==> config.mk <==
export PLATFORM = sky130hd
export DESIGN_NAME = messagepack_value_encoder
export DESIGN_NICKNAME = d
export VERILOG_FILES = /design/src/rtl/mve_pkg.sv /design/src/rtl/messagepack_value_encoder.sv /design/src/rtl/mve_front.sv /design/src/rtl/mve_queue.sv /design/src/rtl/mve_back.sv
export SDC_FILE = /design/constraint.sdc
export NUM_CORES = 1
export LEC_CHECK = 0
export BUFFER_PORTS_ARGS = -buffer_cell sky130_fd_sc_hd__clkbuf_2
export CORE_ASPECT_RATIO = 1.1
export CORE_MARGIN = 1
export CORE_UTILIZATION = 38
export DETAILED_ROUTE_END_ITERATION = 8
export PLACE_DENSITY = 0.66
export SKIP_CTS_REPAIR_TIMING = 1
export SLEW_MARGIN = 20
export SYNTH_ARGS = -nofsm -noshare
export SYNTH_HDL_FRONTEND = slang
export SYNTH_HIERARCHICAL = 1
export SYNTH_SLANG_ARGS = --single-unit
==> constraint.sdc <==
create_clock -name clk -period 17.5 [get_ports clk]
set_clock_uncertainty 0.15 [all_clocks]
set_input_delay 1.75 -clock clk [delete_from_list [all_inputs] [get_ports clk]]
set_output_delay 1.75 -clock clk [all_outputs]
set_load 0.005 [all_outputs]
==> src/rtl/mve_pkg.sv <==
// Shared types and constants of the MessagePack value encoder.
`default_nettype none
package mve_pkg;

  localparam int CMD_W   = 4;
  localparam int OPER_W  = 64;
  localparam int CAP_W   = 13;
  localparam int POS_W   = 13;
  localparam int NB_W    = 4;
  localparam int SUM_W   = 18;

  localparam logic [CMD_W-1:0] CMD_UINT    = 4'd0;
  localparam logic [CMD_W-1:0] CMD_SINT    = 4'd1;
  localparam logic [CMD_W-1:0] CMD_ARRAY   = 4'd2;
  localparam logic [CMD_W-1:0] CMD_MAP     = 4'd3;
  localparam logic [CMD_W-1:0] CMD_STR     = 4'd4;
  localparam logic [CMD_W-1:0] CMD_BOOL    = 4'd5;
  localparam logic [CMD_W-1:0] CMD_FLOAT   = 4'd6;
  localparam logic [CMD_W-1:0] CMD_RAW     = 4'd7;
  localparam logic [CMD_W-1:0] CMD_RESTART = 4'd8;

  localparam logic [1:0] ST_OK    = 2'd0;
  localparam logic [1:0] ST_ROOM  = 2'd1;
  localparam logic [1:0] ST_COUNT = 2'd2;

  localparam logic [7:0] HD_UINT8   = 8'hcc;
  localparam logic [7:0] HD_UINT16  = 8'hcd;
  localparam logic [7:0] HD_UINT32  = 8'hce;
  localparam logic [7:0] HD_UINT64  = 8'hcf;
  localparam logic [7:0] HD_INT8    = 8'hd0;
  localparam logic [7:0] HD_INT16   = 8'hd1;
  localparam logic [7:0] HD_INT32   = 8'hd2;
  localparam logic [7:0] HD_INT64   = 8'hd3;
  localparam logic [7:0] HD_FIXARR  = 8'h90;
  localparam logic [7:0] HD_ARR16   = 8'hdc;
  localparam logic [7:0] HD_FIXMAP  = 8'h80;
  localparam logic [7:0] HD_MAP16   = 8'hde;
  localparam logic [7:0] HD_FIXSTR  = 8'ha0;
  localparam logic [7:0] HD_STR8    = 8'hd9;
  localparam logic [7:0] HD_STR16   = 8'hda;
  localparam logic [7:0] HD_TRUE    = 8'hc3;
  localparam logic [7:0] HD_FALSE   = 8'hc2;
  localparam logic [7:0] HD_FLOAT32 = 8'hca;

  localparam logic [CAP_W-1:0] CAP_RESET = 13'd4096;

  // One queued run: header byte, then nbytes of value, most significant first.
  // A run without data is a single status transfer.
  typedef struct packed {
    logic [7:0]        head;
    logic [OPER_W-1:0] value;
    logic [NB_W-1:0]   nbytes;
    logic              data;
    logic [1:0]        status;
  } mve_entry_t;

endpackage
`default_nettype wire

==> src/rtl/messagepack_value_encoder.sv <==
// Top level of the MessagePack value encoder.
// Each accepted command produces a run of transfers, one byte each, holding the
// shortest MessagePack encoding (header first, value bytes most significant
// first); a failed check, a restart or an unknown command code produces one status transfer instead.
// The front end takes a command every cycle while its two-entry queue has room;
// the back end sends one transfer per cycle while result_stall does not hold it, so
// sustained throughput is set by the run length per command: one transfer for
// fixints, bool, raw bytes and status, up to nine for a 64-bit integer.
// The room check covers the whole run (plus the body for a string header)
// against the smaller of the capacity register and BUFFER_BYTES.
`default_nettype none
module messagepack_value_encoder #(
  parameter int BUFFER_BYTES = 4096
) (
  input  wire         clk,
  input  wire         rst,
  input  wire         cfg_wr_en,
  input  wire  [12:0] cfg_wr_data,
  input  wire         cmd_valid,
  output logic        cmd_stall,
  input  wire  [3:0]  cmd,
  input  wire  [63:0] operand,
  output logic        result_valid,
  input  wire         result_stall,
  output logic [7:0]  out_byte,
  output logic        byte_valid,
  output logic        last,
  output logic [1:0]  status
);
  import mve_pkg::*;

  mve_entry_t front_entry;
  mve_entry_t q_head;
  logic       q_full;
  logic       q_nonempty;
  logic       q_pop;
  logic       accept;

  assign cmd_stall = q_full;
  assign accept    = cmd_valid && !q_full;

  mve_front #(
    .BUFFER_BYTES(BUFFER_BYTES)
  ) u_front (
    .clk         (clk),
    .rst         (rst),
    .cfg_wr_en   (cfg_wr_en),
    .cfg_wr_data (cfg_wr_data),
    .accept      (accept),
    .cmd         (cmd),
    .operand     (operand),
    .entry       (front_entry)
  );

  mve_queue u_queue (
    .clk       (clk),
    .rst       (rst),
    .push      (accept),
    .push_data (front_entry),
    .full      (q_full),
    .pop       (q_pop),
    .head_data (q_head),
    .nonempty  (q_nonempty)
  );

  mve_back u_back (
    .clk          (clk),
    .rst          (rst),
    .run          (q_head),
    .run_valid    (q_nonempty),
    .run_pop      (q_pop),
    .result_valid (result_valid),
    .result_stall (result_stall),
    .out_byte     (out_byte),
    .byte_valid   (byte_valid),
    .last         (last),
    .status       (status)
  );

endmodule
`default_nettype wire

==> src/rtl/mve_front.sv <==
// Front end: capacity register, command classification, room check, write position.
`default_nettype none
module mve_front #(
  parameter int BUFFER_BYTES = 4096
) (
  input  wire                      clk,
  input  wire                      rst,
  input  wire                      cfg_wr_en,
  input  wire [12:0]               cfg_wr_data,
  input  wire                      accept,
  input  wire [3:0]                cmd,
  input  wire [63:0]               operand,
  output mve_pkg::mve_entry_t      entry
);
  import mve_pkg::*;

  localparam logic [SUM_W-1:0] BUF_LIM = SUM_W'(BUFFER_BYTES);

  logic [CAP_W-1:0] capacity;
  logic [POS_W-1:0] write_position;
  logic [POS_W-1:0] write_position_next;

  logic [7:0]        head;
  logic [NB_W-1:0]   nb;
  logic              enc;
  logic              cnt_err;
  logic              restart;
  logic [15:0]       extra;
  logic [SUM_W-1:0]  usable;
  logic [SUM_W-1:0]  total;
  logic              no_room;

  always_comb begin
    head    = operand[7:0];
    nb      = '0;
    enc     = 1'b1;
    cnt_err = 1'b0;
    restart = 1'b0;
    extra   = '0;
    case (cmd)
      CMD_UINT, CMD_SINT: begin
        if (cmd == CMD_SINT && operand[63]) begin
          if (&operand[63:5]) begin
            head = operand[7:0];
          end else if (&operand[63:7]) begin
            head = HD_INT8;
            nb   = 4'd1;
          end else if (&operand[63:15]) begin
            head = HD_INT16;
            nb   = 4'd2;
          end else if (&operand[63:31]) begin
            head = HD_INT32;
            nb   = 4'd4;
          end else begin
            head = HD_INT64;
            nb   = 4'd8;
          end
        end else begin
          if (operand[63:7] == '0) begin
            head = operand[7:0];
          end else if (operand[63:8] == '0) begin
            head = HD_UINT8;
            nb   = 4'd1;
          end else if (operand[63:16] == '0) begin
            head = HD_UINT16;
            nb   = 4'd2;
          end else if (operand[63:32] == '0) begin
            head = HD_UINT32;
            nb   = 4'd4;
          end else begin
            head = HD_UINT64;
            nb   = 4'd8;
          end
        end
      end
      CMD_ARRAY, CMD_MAP: begin
        cnt_err = (operand[63:16] != '0);
        if (operand[15:4] == '0) begin
          head = (cmd == CMD_ARRAY ? HD_FIXARR : HD_FIXMAP) | {4'h0, operand[3:0]};
        end else begin
          head = (cmd == CMD_ARRAY) ? HD_ARR16 : HD_MAP16;
          nb   = 4'd2;
        end
      end
      CMD_STR: begin
        cnt_err = (operand[63:16] != '0);
        extra   = operand[15:0];
        if (operand[15:5] == '0) begin
          head = HD_FIXSTR | {3'h0, operand[4:0]};
        end else if (operand[15:8] == '0) begin
          head = HD_STR8;
          nb   = 4'd1;
        end else begin
          head = HD_STR16;
          nb   = 4'd2;
        end
      end
      CMD_BOOL: begin
        head = (operand != '0) ? HD_TRUE : HD_FALSE;
      end
      CMD_FLOAT: begin
        head = HD_FLOAT32;
        nb   = 4'd4;
      end
      CMD_RAW: begin
        head = operand[7:0];
      end
      CMD_RESTART: begin
        enc     = 1'b0;
        restart = 1'b1;
      end
      default: begin
        enc = 1'b0;
      end
    endcase
  end

  always_comb begin
    usable  = (SUM_W'(capacity) > BUF_LIM) ? BUF_LIM : SUM_W'(capacity);
    total   = SUM_W'(write_position) + SUM_W'(nb) + SUM_W'(1) + SUM_W'(extra);
    no_room = (total > usable);
  end

  always_comb begin
    entry.head   = head;
    entry.value  = operand;
    entry.nbytes = nb;
    entry.data   = enc && !cnt_err && !no_room;
    entry.status = ST_OK;
    if (enc && cnt_err) begin
      entry.status = ST_COUNT;
    end else if (enc && no_room) begin
      entry.status = ST_ROOM;
    end
    write_position_next = write_position;
    if (restart) begin
      write_position_next = '0;
    end else if (entry.data) begin
      write_position_next = write_position + POS_W'(nb) + POS_W'(1);
    end
  end

  always_ff @(posedge clk) begin
    if (rst) begin
      capacity       <= CAP_RESET;
      write_position <= '0;
    end else begin
      if (cfg_wr_en) begin
        capacity <= cfg_wr_data;
      end
      if (accept) begin
        write_position <= write_position_next;
      end
    end
  end

endmodule
`default_nettype wire

==> src/rtl/mve_queue.sv <==
// Two-entry queue of classified runs between front and back.
`default_nettype none
module mve_queue (
  input  wire                       clk,
  input  wire                       rst,
  input  wire                       push,
  input  wire mve_pkg::mve_entry_t  push_data,
  output logic                      full,
  input  wire                       pop,
  output mve_pkg::mve_entry_t       head_data,
  output logic                      nonempty
);
  import mve_pkg::*;

  mve_entry_t entries [2];
  logic       wr_ptr;
  logic       rd_ptr;
  logic [1:0] count;

  assign full      = (count == 2'd2);
  assign nonempty  = (count != 2'd0);
  assign head_data = entries[rd_ptr];

  always_ff @(posedge clk) begin
    if (push) begin
      entries[wr_ptr] <= push_data;
    end
  end

  always_ff @(posedge clk) begin
    if (rst) begin
      wr_ptr <= 1'b0;
      rd_ptr <= 1'b0;
      count  <= '0;
    end else begin
      if (push) begin
        wr_ptr <= ~wr_ptr;
      end
      if (pop) begin
        rd_ptr <= ~rd_ptr;
      end
      count <= count + 2'(push) - 2'(pop);
    end
  end

endmodule
`default_nettype wire

==> src/rtl/mve_back.sv <==
// Back end: serializes one queued run a byte per transfer into the output register.
`default_nettype none
module mve_back (
  input  wire                       clk,
  input  wire                       rst,
  input  wire mve_pkg::mve_entry_t  run,
  input  wire                       run_valid,
  output logic                      run_pop,
  output logic                      result_valid,
  input  wire                       result_stall,
  output logic [7:0]                out_byte,
  output logic                      byte_valid,
  output logic                      last,
  output logic [1:0]                status
);
  import mve_pkg::*;

  logic [NB_W-1:0] idx;
  logic [NB_W-1:0] idx_next;
  logic [NB_W-1:0] diff;
  logic [5:0]      bit_lo;
  logic            load;
  logic            is_last;
  logic [7:0]      byte_sel;

  always_comb begin
    load     = run_valid && (!result_valid || !result_stall);
    diff     = run.nbytes - idx;
    bit_lo   = {diff[2:0], 3'b000};
    byte_sel = (idx == '0) ? run.head : run.value[bit_lo +: 8];
    is_last  = !run.data || (idx == run.nbytes);
    run_pop  = load && is_last;
    idx_next = is_last ? '0 : idx + NB_W'(1);
  end

  always_ff @(posedge clk) begin
    if (rst) begin
      result_valid <= 1'b0;
      idx          <= '0;
    end else if (load) begin
      result_valid <= 1'b1;
      idx          <= idx_next;
    end else if (!result_stall) begin
      result_valid <= 1'b0;
    end
  end

  always_ff @(posedge clk) begin
    if (load) begin
      out_byte   <= run.data ? byte_sel : 8'h00;
      byte_valid <= run.data;
      last       <= is_last;
      status     <= run.status;
    end
  end

endmodule
`default_nettype wire

==> metrics, run 1 <==
Clk pin slew, worst setup/hold paths=0.06 ns; Slew Limit Headroom=28.1%; largest net degree at the start of global routing=75; Pwr Density=125 nW/µm²; # DRC=9; GR Layer Usage met3=3.32%; GRT Max-Usage Layer=met2; P_leak=4.68 nW; XOR/XNOR share of the synthesized area=1.58%; post-synthesis adder-cell area fraction=6.25%; # diodes=0; Initial Util=39.1%; measured slew at the worst slew-check pin=1.08 ns; arrival time at the worst endpoint=8.82 ns; max-cap violations=0; initial antenna violation count=2; Post-Syn Area per Cell=12.1 µm²; first drt pass iteration count=7; total gr overflow=0; Switch Pwr=0.460 mW; failing checks=DRC; clock share of power=27.5%; CORE AREA=29000 µm²; Die ar.=30500 µm²; Iter 0 DRT Violations=585; largest family of logic cells by synthesized area=multiplexers; synthesized instance count=934; Worst Setup End Kind=flop; syn_nets=1073; post-synthesis sequential area ratio=51.4%; synthesized flop and latch total=206; category of the most critical setup path=input pin to flop; Synth Area in Compound Gates=8.53%; Seq pwr share=41.5%; Final setup viols=0; switch share=29.7%; Vias/cell=5.48; ANT nets after route=0; Layout Nets=1106; IO buf count=99; post-synthesis mux area share=13.3%; Async SR Flop Fraction=0%; min Tclk post-route=8.55 ns; DR WL/cell=19.6 µm; layout cell share with drive strength beyond 1=24.9%; Clock Sink Count=206; DRT Wirelength=26400 µm; Placed Area=11700 µm²; Post-synth EDFFs=170; gp weighted congestion=0.902; post-synthesis cell type count=71; Die X=167 µm; # H-tree levels=1; Hold Vio Cnt, Final=0; VDD IR-drop max=80.7 µV; Fin Setup TNS=0 ns; Fill cells=2717; TritonCTS clock tree=done; Yosys warnings=6; Slew Viols, Final=0; Global Route Usage Sum=17.2%; final critical-path share of the clock period=48.9%; met1 Use GR=22.3%; Layout area overhead=9.04%; Int Power=1.09 mW; row cnt=65; Design Area, Final=12300 µm²; Worst Hold Class=flop to flop; status=finished with violations; RSZ-0062 raised after global routing=no; global-route wire length before repair=40800 µm; Post-synth top flop=edfxtp_1; I/O pins=100; Hold Worst Slack=0.342 ns; CP Max Fanout=16; Max clock buf depth=3; Worst-Skew Late Latency=0.51 ns; met2 GRT Util=29.3%; Num CTS Buffers=23; Max Fclk=0.117 GHz; vias post-DR=7394; Die Ht=183 µm; DP HPWL=19000 µm; critical path required time=17.76 ns; Startpoint Class=input pin; combinational share of power=31.0%; Synth Cell Area=11300 µm²; post-synthesis simple-gate area fraction=11.8%; clock root cell=clkbuf_16; vias in the first global route=7342
## placed cells by master, fill, tap and decap left out, drive strengths merged, types with 20 or more instances in the layout
cell / count
nand2: 60
nor4: 20
a21oi: 47
edfxtp: 170
nand3: 26
inv: 42
nand4: 22
mux2i: 22
nor2: 53
clkbuf: 129
ha: 47
dfxtp: 36
mux2: 79
o21ai: 33
## worst paths after layout
check	end	cells past startpoint	slack [ns]	startpoint
hold reg to reg	u_back/idx[1]	2	0.34	u_back/idx[1]
setup / recovery	u_front/write_position[3]	26	8.95	cmd[3]
setup reg to reg	u_front/write_position[3]	19	11.84	u_front/write_position[1]
hold / removal	u_back/idx[1]	2	0.34	u_back/idx[1]
## through the flow
step	util, %	total power [mW]	setup WS (ns)	std cells
final	42.6	1.55	8.95	1349
after global routing	42.6	1.62	8.39	1349
after CTS	42.6	1.57	9.08	1349
after detailed placement	40.4	1.14	8.60	1310
after global placement	40.4	1.13	8.72	1310
after floorplan	-	1.01	9.82	934
## power by group through the flow
stage,logic (mW),clock network (mW),registers [mW]
2_1_floorplan,0.358,0,0.651
5_1_grt,0.519,0.455,0.649
4_1_cts,0.486,0.439,0.643
6_report,0.479,0.426,0.642
3_5_place_dp,0.484,0,0.653
3_3_place_gp,0.478,0,0.650
## cell families after synthesis
logic type,after synthesis
flip-flops,206
AND/OR/NAND/NOR,255
buffers and inverters,137
XOR/XNOR,18
AO/OA/AOI/OAI,148
multiplexers,117
adder cells (fa/ha/maj),53
## cell type report
type	instances	area, µm²	area share [%]
clock buffer	30	602	4.87
clock inverter	9	53.8	0.436
inverter	40	150	1.22
multi-input combinational	591	4710	38.2
sequential	206	5830	47.2
tap	368	460	3.73
timing repair buffer	105	541	4.38
## sequential cells by signal, indices dropped and copies added, names as in the netlist, named ones only
name / flops
u_back/idx: 4
u_queue/count: 2
u_back/last: 1
u_front/capacity: 13
u_queue/rd_ptr: 1
u_back/result_valid: 1
u_back/out_byte: 8
u_queue/wr_ptr: 1
u_back/status: 2
u_front/write_position: 13
u_back/byte_valid: 1
u_queue/entries: 158
## per-layer routing
layer,vias to the layer above,routed length [µm]
met1,3590,11400
met3,35,1910
met2,245,12600
met5,-,12
met4,2,551
li1,3522,-
## synthesized netlist by cell type (4+ instances only)
library cell  instances  area share [%]
xor2_1                5            0.39
nand2_1              60             2.0
dfxtp_1              36             6.4
nand4_1              22             1.2
edfxtp_1            170              45
o21a_1                5            0.33
o21ai_0              33             1.5
or3_1                12            0.66
ha_1                 47             5.2
mux2_2               69             6.9
inv_1                39             1.3
fa_1                  6             1.1
a21oi_1              47             2.1
o211ai_1              5            0.33
nor3_1                7            0.31
xnor2_1              11            0.85
a31oi_1              12            0.66
a21o_1               12            0.80
mux2_4               10             1.3
buf_4                64             4.2
and2_1               17            0.94
and3_1                6            0.33
clkbuf_1             18            0.60
mux4_2               16             3.2
nand3_1              26             1.1
nor2b_1               8            0.44
buf_6                 4            0.40
buf_2                10            0.44
nor4_1               20             1.1
mux2i_1              22             1.9
nor2_1               53             1.8
## critical path: stages
cell and delay, ns:
clkbuf_2 0.24, nor3_1 0.48, and3_1 0.31, o21ai_0 0.23, a21oi_1 0.48, nand3_1 0.25, fa_1 0.58, inv_1 0.04
ha_1 0.35, and3_1 0.24, a221oi_4 0.34, o21ai_0 0.20, nand3_1 0.13, nand2_1 0.09, a21o_1 0.20, a21oi_1 0.16
xnor2_1 0.09, ha_1 0.30, nand4_1 0.12, nor3_1 0.25, nand3_1 0.11, a222oi_1 0.35, nor4b_4 0.38, and4_1 0.47
or4b_1 0.48, a31oi_1 0.18
Power figures use the tool's default switching activity.
==> inputs of run 2 (changes only) <==
- ABC_AREA: default -> 1
- PLACE_DENSITY: 0.66 -> 0.68
- clock period: 17.5 -> 6.9 ns (I/O delays scaled with it)
==> metrics, run 2 <==
status=finished, final reports clean; commonest non-fill, non-tap cell in the layout=nand2_1; CP most frequent cell=nand2_1; biggest regs=u_queue/entries: 158 flops, u_front/capacity: 13 flops, u_front/write_position: 13 flops; VDD IR-drop max=211 µV; Hold Vio Cnt, Final=0; vias in the first global route=8732; ANT nets after route=0; total gr overflow=0; vias post-DR=9175; Iter 0 DRT Violations=732; area leader, netlist=edfxtp_1; Post-Syn Area per Cell=9.03 µm²; Worst path max stage delay=0.59 ns; arrival time at the worst endpoint=6.18 ns; Final setup viols=0; most common cell in the netlist=nand2_1; Clock Sink Count=206; I/O pins=100; # DRC=0; setup ws final=1.02 ns; synthesized flop and latch total=206; Max Fclk=0.170 GHz; Die X=173 µm; post-synthesis cell type count=46; P_leak=5.91 nW; # diodes=0; share of the synthesized area in the top cell type=41.7%; Global Route Usage Sum=17.8%; synthesized instance count=1355; largest net degree at the start of global routing=60; # H-tree levels=1; Startpoint Class=input pin; global-route wire length before repair=46200 µm; Worst Setup SP=operand[31]; clock root cell=clkbuf_16; syn_nets=1494; Worst Hold Class=input pin to flop; CP Max Fanout=23; Max clock buf depth=3; min Tclk post-route=5.88 ns; category of the most critical setup path=input pin to flop; initial antenna violation count=1; reg2reg start=u_front/write_position[3]; Slew Limit Headroom=42.2%; Clk pin slew, worst setup/hold paths=0.06 ns; Layout Nets=1531; post-synthesis sequential area ratio=47.6%; Worst-Skew Late Latency=0.52 ns; max-cap violations=0; most frequent cells in the layout=nand2_1, inv_1, edfxtp_1, nor2_1; max reg flops=158; hold_sp=cfg_wr_data[9]; final critical-path share of the clock period=85.3%; Slew Viols, Final=0; Setup WS pre-CTS=0.666 ns; first drt pass iteration count=6; Worst path slowest cell=fa_1; total power=4.42 mW; DR WL/cell=16.0 µm; DP HPWL=21700 µm; IO buf count=99; RSZ-0062 raised after global routing=no; row cnt=68; Yosys warnings=6; CORE AREA=31600 µm²; gp weighted congestion=0.964; Worst Setup End Kind=flop; layout cell share with drive strength beyond 1=18.7%; Largest Register=u_queue/entries; Async SR Flop Fraction=0%; top area cells in the synthesized netlist=edfxtp_1, nand2_1, mux2_2; measured slew at the worst slew-check pin=0.867 ns; Layout area overhead=9.95%; Post-synth EDFFs=170; Post-synth top flop=edfxtp_1; TritonCTS clock tree=done; Pwr Density=328 nW/µm²; DRT Wirelength=29300 µm; Vias/cell=5.01; Die ar.=32900 µm²; Initial Util=38.8%; Fin Setup TNS=0 ns; critical path required time=7.19 ns; Die Ht=190 µm; Synth top cells by count=nand2_1, inv_1, edfxtp_1; Num CTS Buffers=24; Synth Cell Area=12200 µm²
==> run 2: cell types whose count changed in the layout (fill, tap and decap cells not counted), sizes merged, moves of 8 or more <==
cell   delta
a21o     -12
a31oi     -9
and2     -17
inv     +145
mux2i    -22
mux4     -16
nand2   +258
nand3    +74
nor2     +83
nor2b     -9
nor3     +11
o21ai     +9
or3      -12
xnor2     -8
==> run 2: routing by layer <==
| layer | part of all wire [%] | vias to the layer above | global-route usage, % |
|---|---|---|---|
| met3 | 6.5 | 57 | 2.77 |
| met4 | 3.1 | 2 | 6.57 |
| met5 | 0.038 | - | 0 |
| met2 | 47 | 338 | 29.7 |
| li1 | - | 4519 | - |
| met1 | 44 | 4259 | 23.3 |
==> run 2: final cells by class <==
type,count,area (µm²)
Fill cell,3047,18100
Sequential cell,206,5830
Multi-Input combinational cell,868,5020
Inverter,186,701
Clock buffer,28,616
Timing Repair Buffer,106,548
Tap cell,420,526
Clock inverter,16,219
==> run 2: per-stage QoR <==
step	instance area (µm²)	hold slack (ns)	instances	utilization, %
after detailed placement	12600	0.329	1786	40.0
after floorplan	12200	0.294	1355	-
final	13500	0.254	1830	42.6
after global routing	13500	0.251	1830	42.6
after CTS	13500	0.235	1830	42.6
after global placement	12600	0.321	1786	40.0
==> run 2: path summary, 6_finish.rpt <==
kind,endpoint,slack (ns),cells after the start
min reg2reg,u_back/result_valid,0.34,2
min,u_front/capacity[9],0.25,3
max reg2reg,u_front/write_position[0],2.76,27
max,u_front/write_position[0],1.02,38
==> run 2: critical path: cells and delay by family <==
family	cells	cell delay [ns]
buffers and inverters	4	0.42
xor gates and xnor gates	1	0.17
AOI/OAI and AO/OA	4	0.53
adders and majority gates	3	1.39
and+or+nand+nor	26	2.97
==> run 2: kinds of logic after synthesis <==
family                   after synthesis  share of synthesized area [%]
buffers and inverters                281                           11.5
AND/OR/NAND/NOR                      626                           22.3
flip-flops                           206                           47.6
multiplexers                          79                           7.57
XOR/XNOR                              15                           1.07
adder cells (fa/ha/maj)               53                           5.78
AO/OA/AOI/OAI                         95                           4.26
==> run 2: power breakdown <==
part | switching (mW) | internal (mW)
clock | 0.493 | 0.829
combinational | 0.901 | 0.504
sequential | 0.0863 | 1.60
total | 1.48 | 2.94
==> inputs of run 3 (changes only) <==
- CORE_MARGIN: 1 -> 2
- CORE_UTILIZATION: 38 -> 35
- PLACE_DENSITY: 0.68 -> 0.51
==> metrics, run 3 (same netlist as run 2, synthesis figures left out) <==
total power=4.37 mW; DP HPWL=23500 µm; Max Fclk=0.173 GHz; # H-tree levels=1; Worst path max stage delay=0.59 ns; reg2reg path depth=27; Startpoint Class=input pin; Worst Setup End Kind=flop; layout cell share with drive strength beyond 1=19.0%; reg2reg start=u_front/write_position[2]; Worst-Skew Late Latency=0.52 ns; P_leak=5.90 nW; DR WL/cell=17.2 µm; wire length on met1=14600 µm; VDD IR-drop max=173 µV; DRT Wirelength=31800 µm; CP Max Fanout=23; arrival time at the worst endpoint=6.10 ns; # DRC=0; largest net degree at the start of global routing=56; Global Route Usage Sum=17.2%; Die X=182 µm; Crit Reg-Reg Endpoint=u_front/write_position[1]; TritonCTS clock tree=done; Clock Sink Count=206; Die Ht=200 µm; Crit path buffers/inverters=4; Worst Hold Class=input pin to flop; gp weighted congestion=0.939; Vias/cell=4.88; Max clock buf depth=3; metal2 WL=14600 µm; Layout area overhead=9.83%; Die ar.=36500 µm²; RSZ-0062 raised after global routing=no; biggest regs=u_queue/entries: 158 flops, u_front/capacity: 13 flops, u_front/write_position: 13 flops; clock root cell=clkbuf_16; first drt pass iteration count=5; Num CTS Buffers=25; total gr overflow=0; Top Layer Used=met5; category of the most critical setup path=input pin to flop; I/O pins=100; row cnt=71; vias in the first global route=8666; CORE AREA=34300 µm²; Slew Viols, Final=0; # diodes=0; IO buf count=99; initial antenna violation count=1; final critical-path share of the clock period=83.9%; Slew Limit Headroom=45.4%; Worst path slowest cell=fa_1; vias post-DR=9029; max-cap violations=0; global-route wire length before repair=49300 µm; critical path required time=7.21 ns; Fin Setup TNS=0 ns; CP most frequent cell=nand2_1; met3 wire length=1810 µm; Worst path top cell family by delay=simple AND/OR/NAND/NOR gates; Layout Nets=1534; most frequent cells in the layout=nand2_1, inv_1, edfxtp_1, nor2_1; hold endpoint=u_front/capacity[12]; Largest Register=u_queue/entries; hold_sp=cfg_wr_data[12]; min Tclk post-route=5.79 ns; commonest non-fill, non-tap cell in the layout=nand2_1; Worst Setup SP=operand[31]; Final setup viols=0; Iter 0 DRT Violations=543; Hold Path Cell Cnt=3; measured slew at the worst slew-check pin=0.819 ns; max reg flops=158; status=finished, final reports clean; Hold Vio Cnt, Final=0; Fill cells=3478; Pwr Density=325 nW/µm²; Initial Util=35.7%; ANT nets after route=0; Clk pin slew, worst setup/hold paths=0.06 ns; setup slack, reg-to-reg=2.78 ns
-- run 3: power by group --
group,switching (mW),internal [mW]
combinational,0.921,0.505
clock,0.512,0.731
sequential,0.101,1.60
total,1.53,2.84
-- run 3: cell type report --
type                            instances  area (µm²)  share of cell area, %
Sequential cell                       206        5830                   43.4
Multi-Input combinational cell        868        5030                   37.4
Inverter                              186         702                   5.22
Clock buffer                           31         678                   5.04
Timing Repair Buffer                  108         563                   4.19
Tap cell                              438         548                   4.08
Clock inverter                         13        98.8                  0.735
-- run 3: per-stage QoR --
stage,instance area [µm²],hold WS (ns),setup WS [ns],std cells,utilization [%]
CTS,13400,0.217,1.16,1850,39.2
floorplan,12200,0.294,1.67,1355,-
finish,13400,0.236,1.11,1850,39.2
global route,13400,0.235,0.448,1850,39.2
detailed placement,12700,0.323,0.612,1806,36.9
global placement,12700,0.324,0.706,1806,36.9
-- run 3: tightest hold or removal path, delay by kind of cell --
family,cells,cell delay [ns]
AOI/OAI and AO/OA,2,0.11
buffers and inverters,1,0.07
-- run 3: worst max-delay path by stage --
| stage | end | slack [ns] | cells past startpoint |
|---|---|---|---|
| after floorplan | u_front/write_position[7] | 1.67 | 36 |
| after global placement | u_front/write_position[1] | 0.71 | 38 |
| after detailed placement | u_front/write_position[1] | 0.61 | 38 |
| after CTS | u_front/write_position[1] | 1.16 | 38 |
| after global routing | u_front/write_position[0] | 0.45 | 38 |
| final | u_front/write_position[1] | 1.11 | 38 |
-- run 3: routing by layer --
metal	GRT usage, %	up-vias
met5	0	-
met4	5.10	2
met3	2.65	48
met2	28.0	246
met1	23.7	4209
li1	-	4524
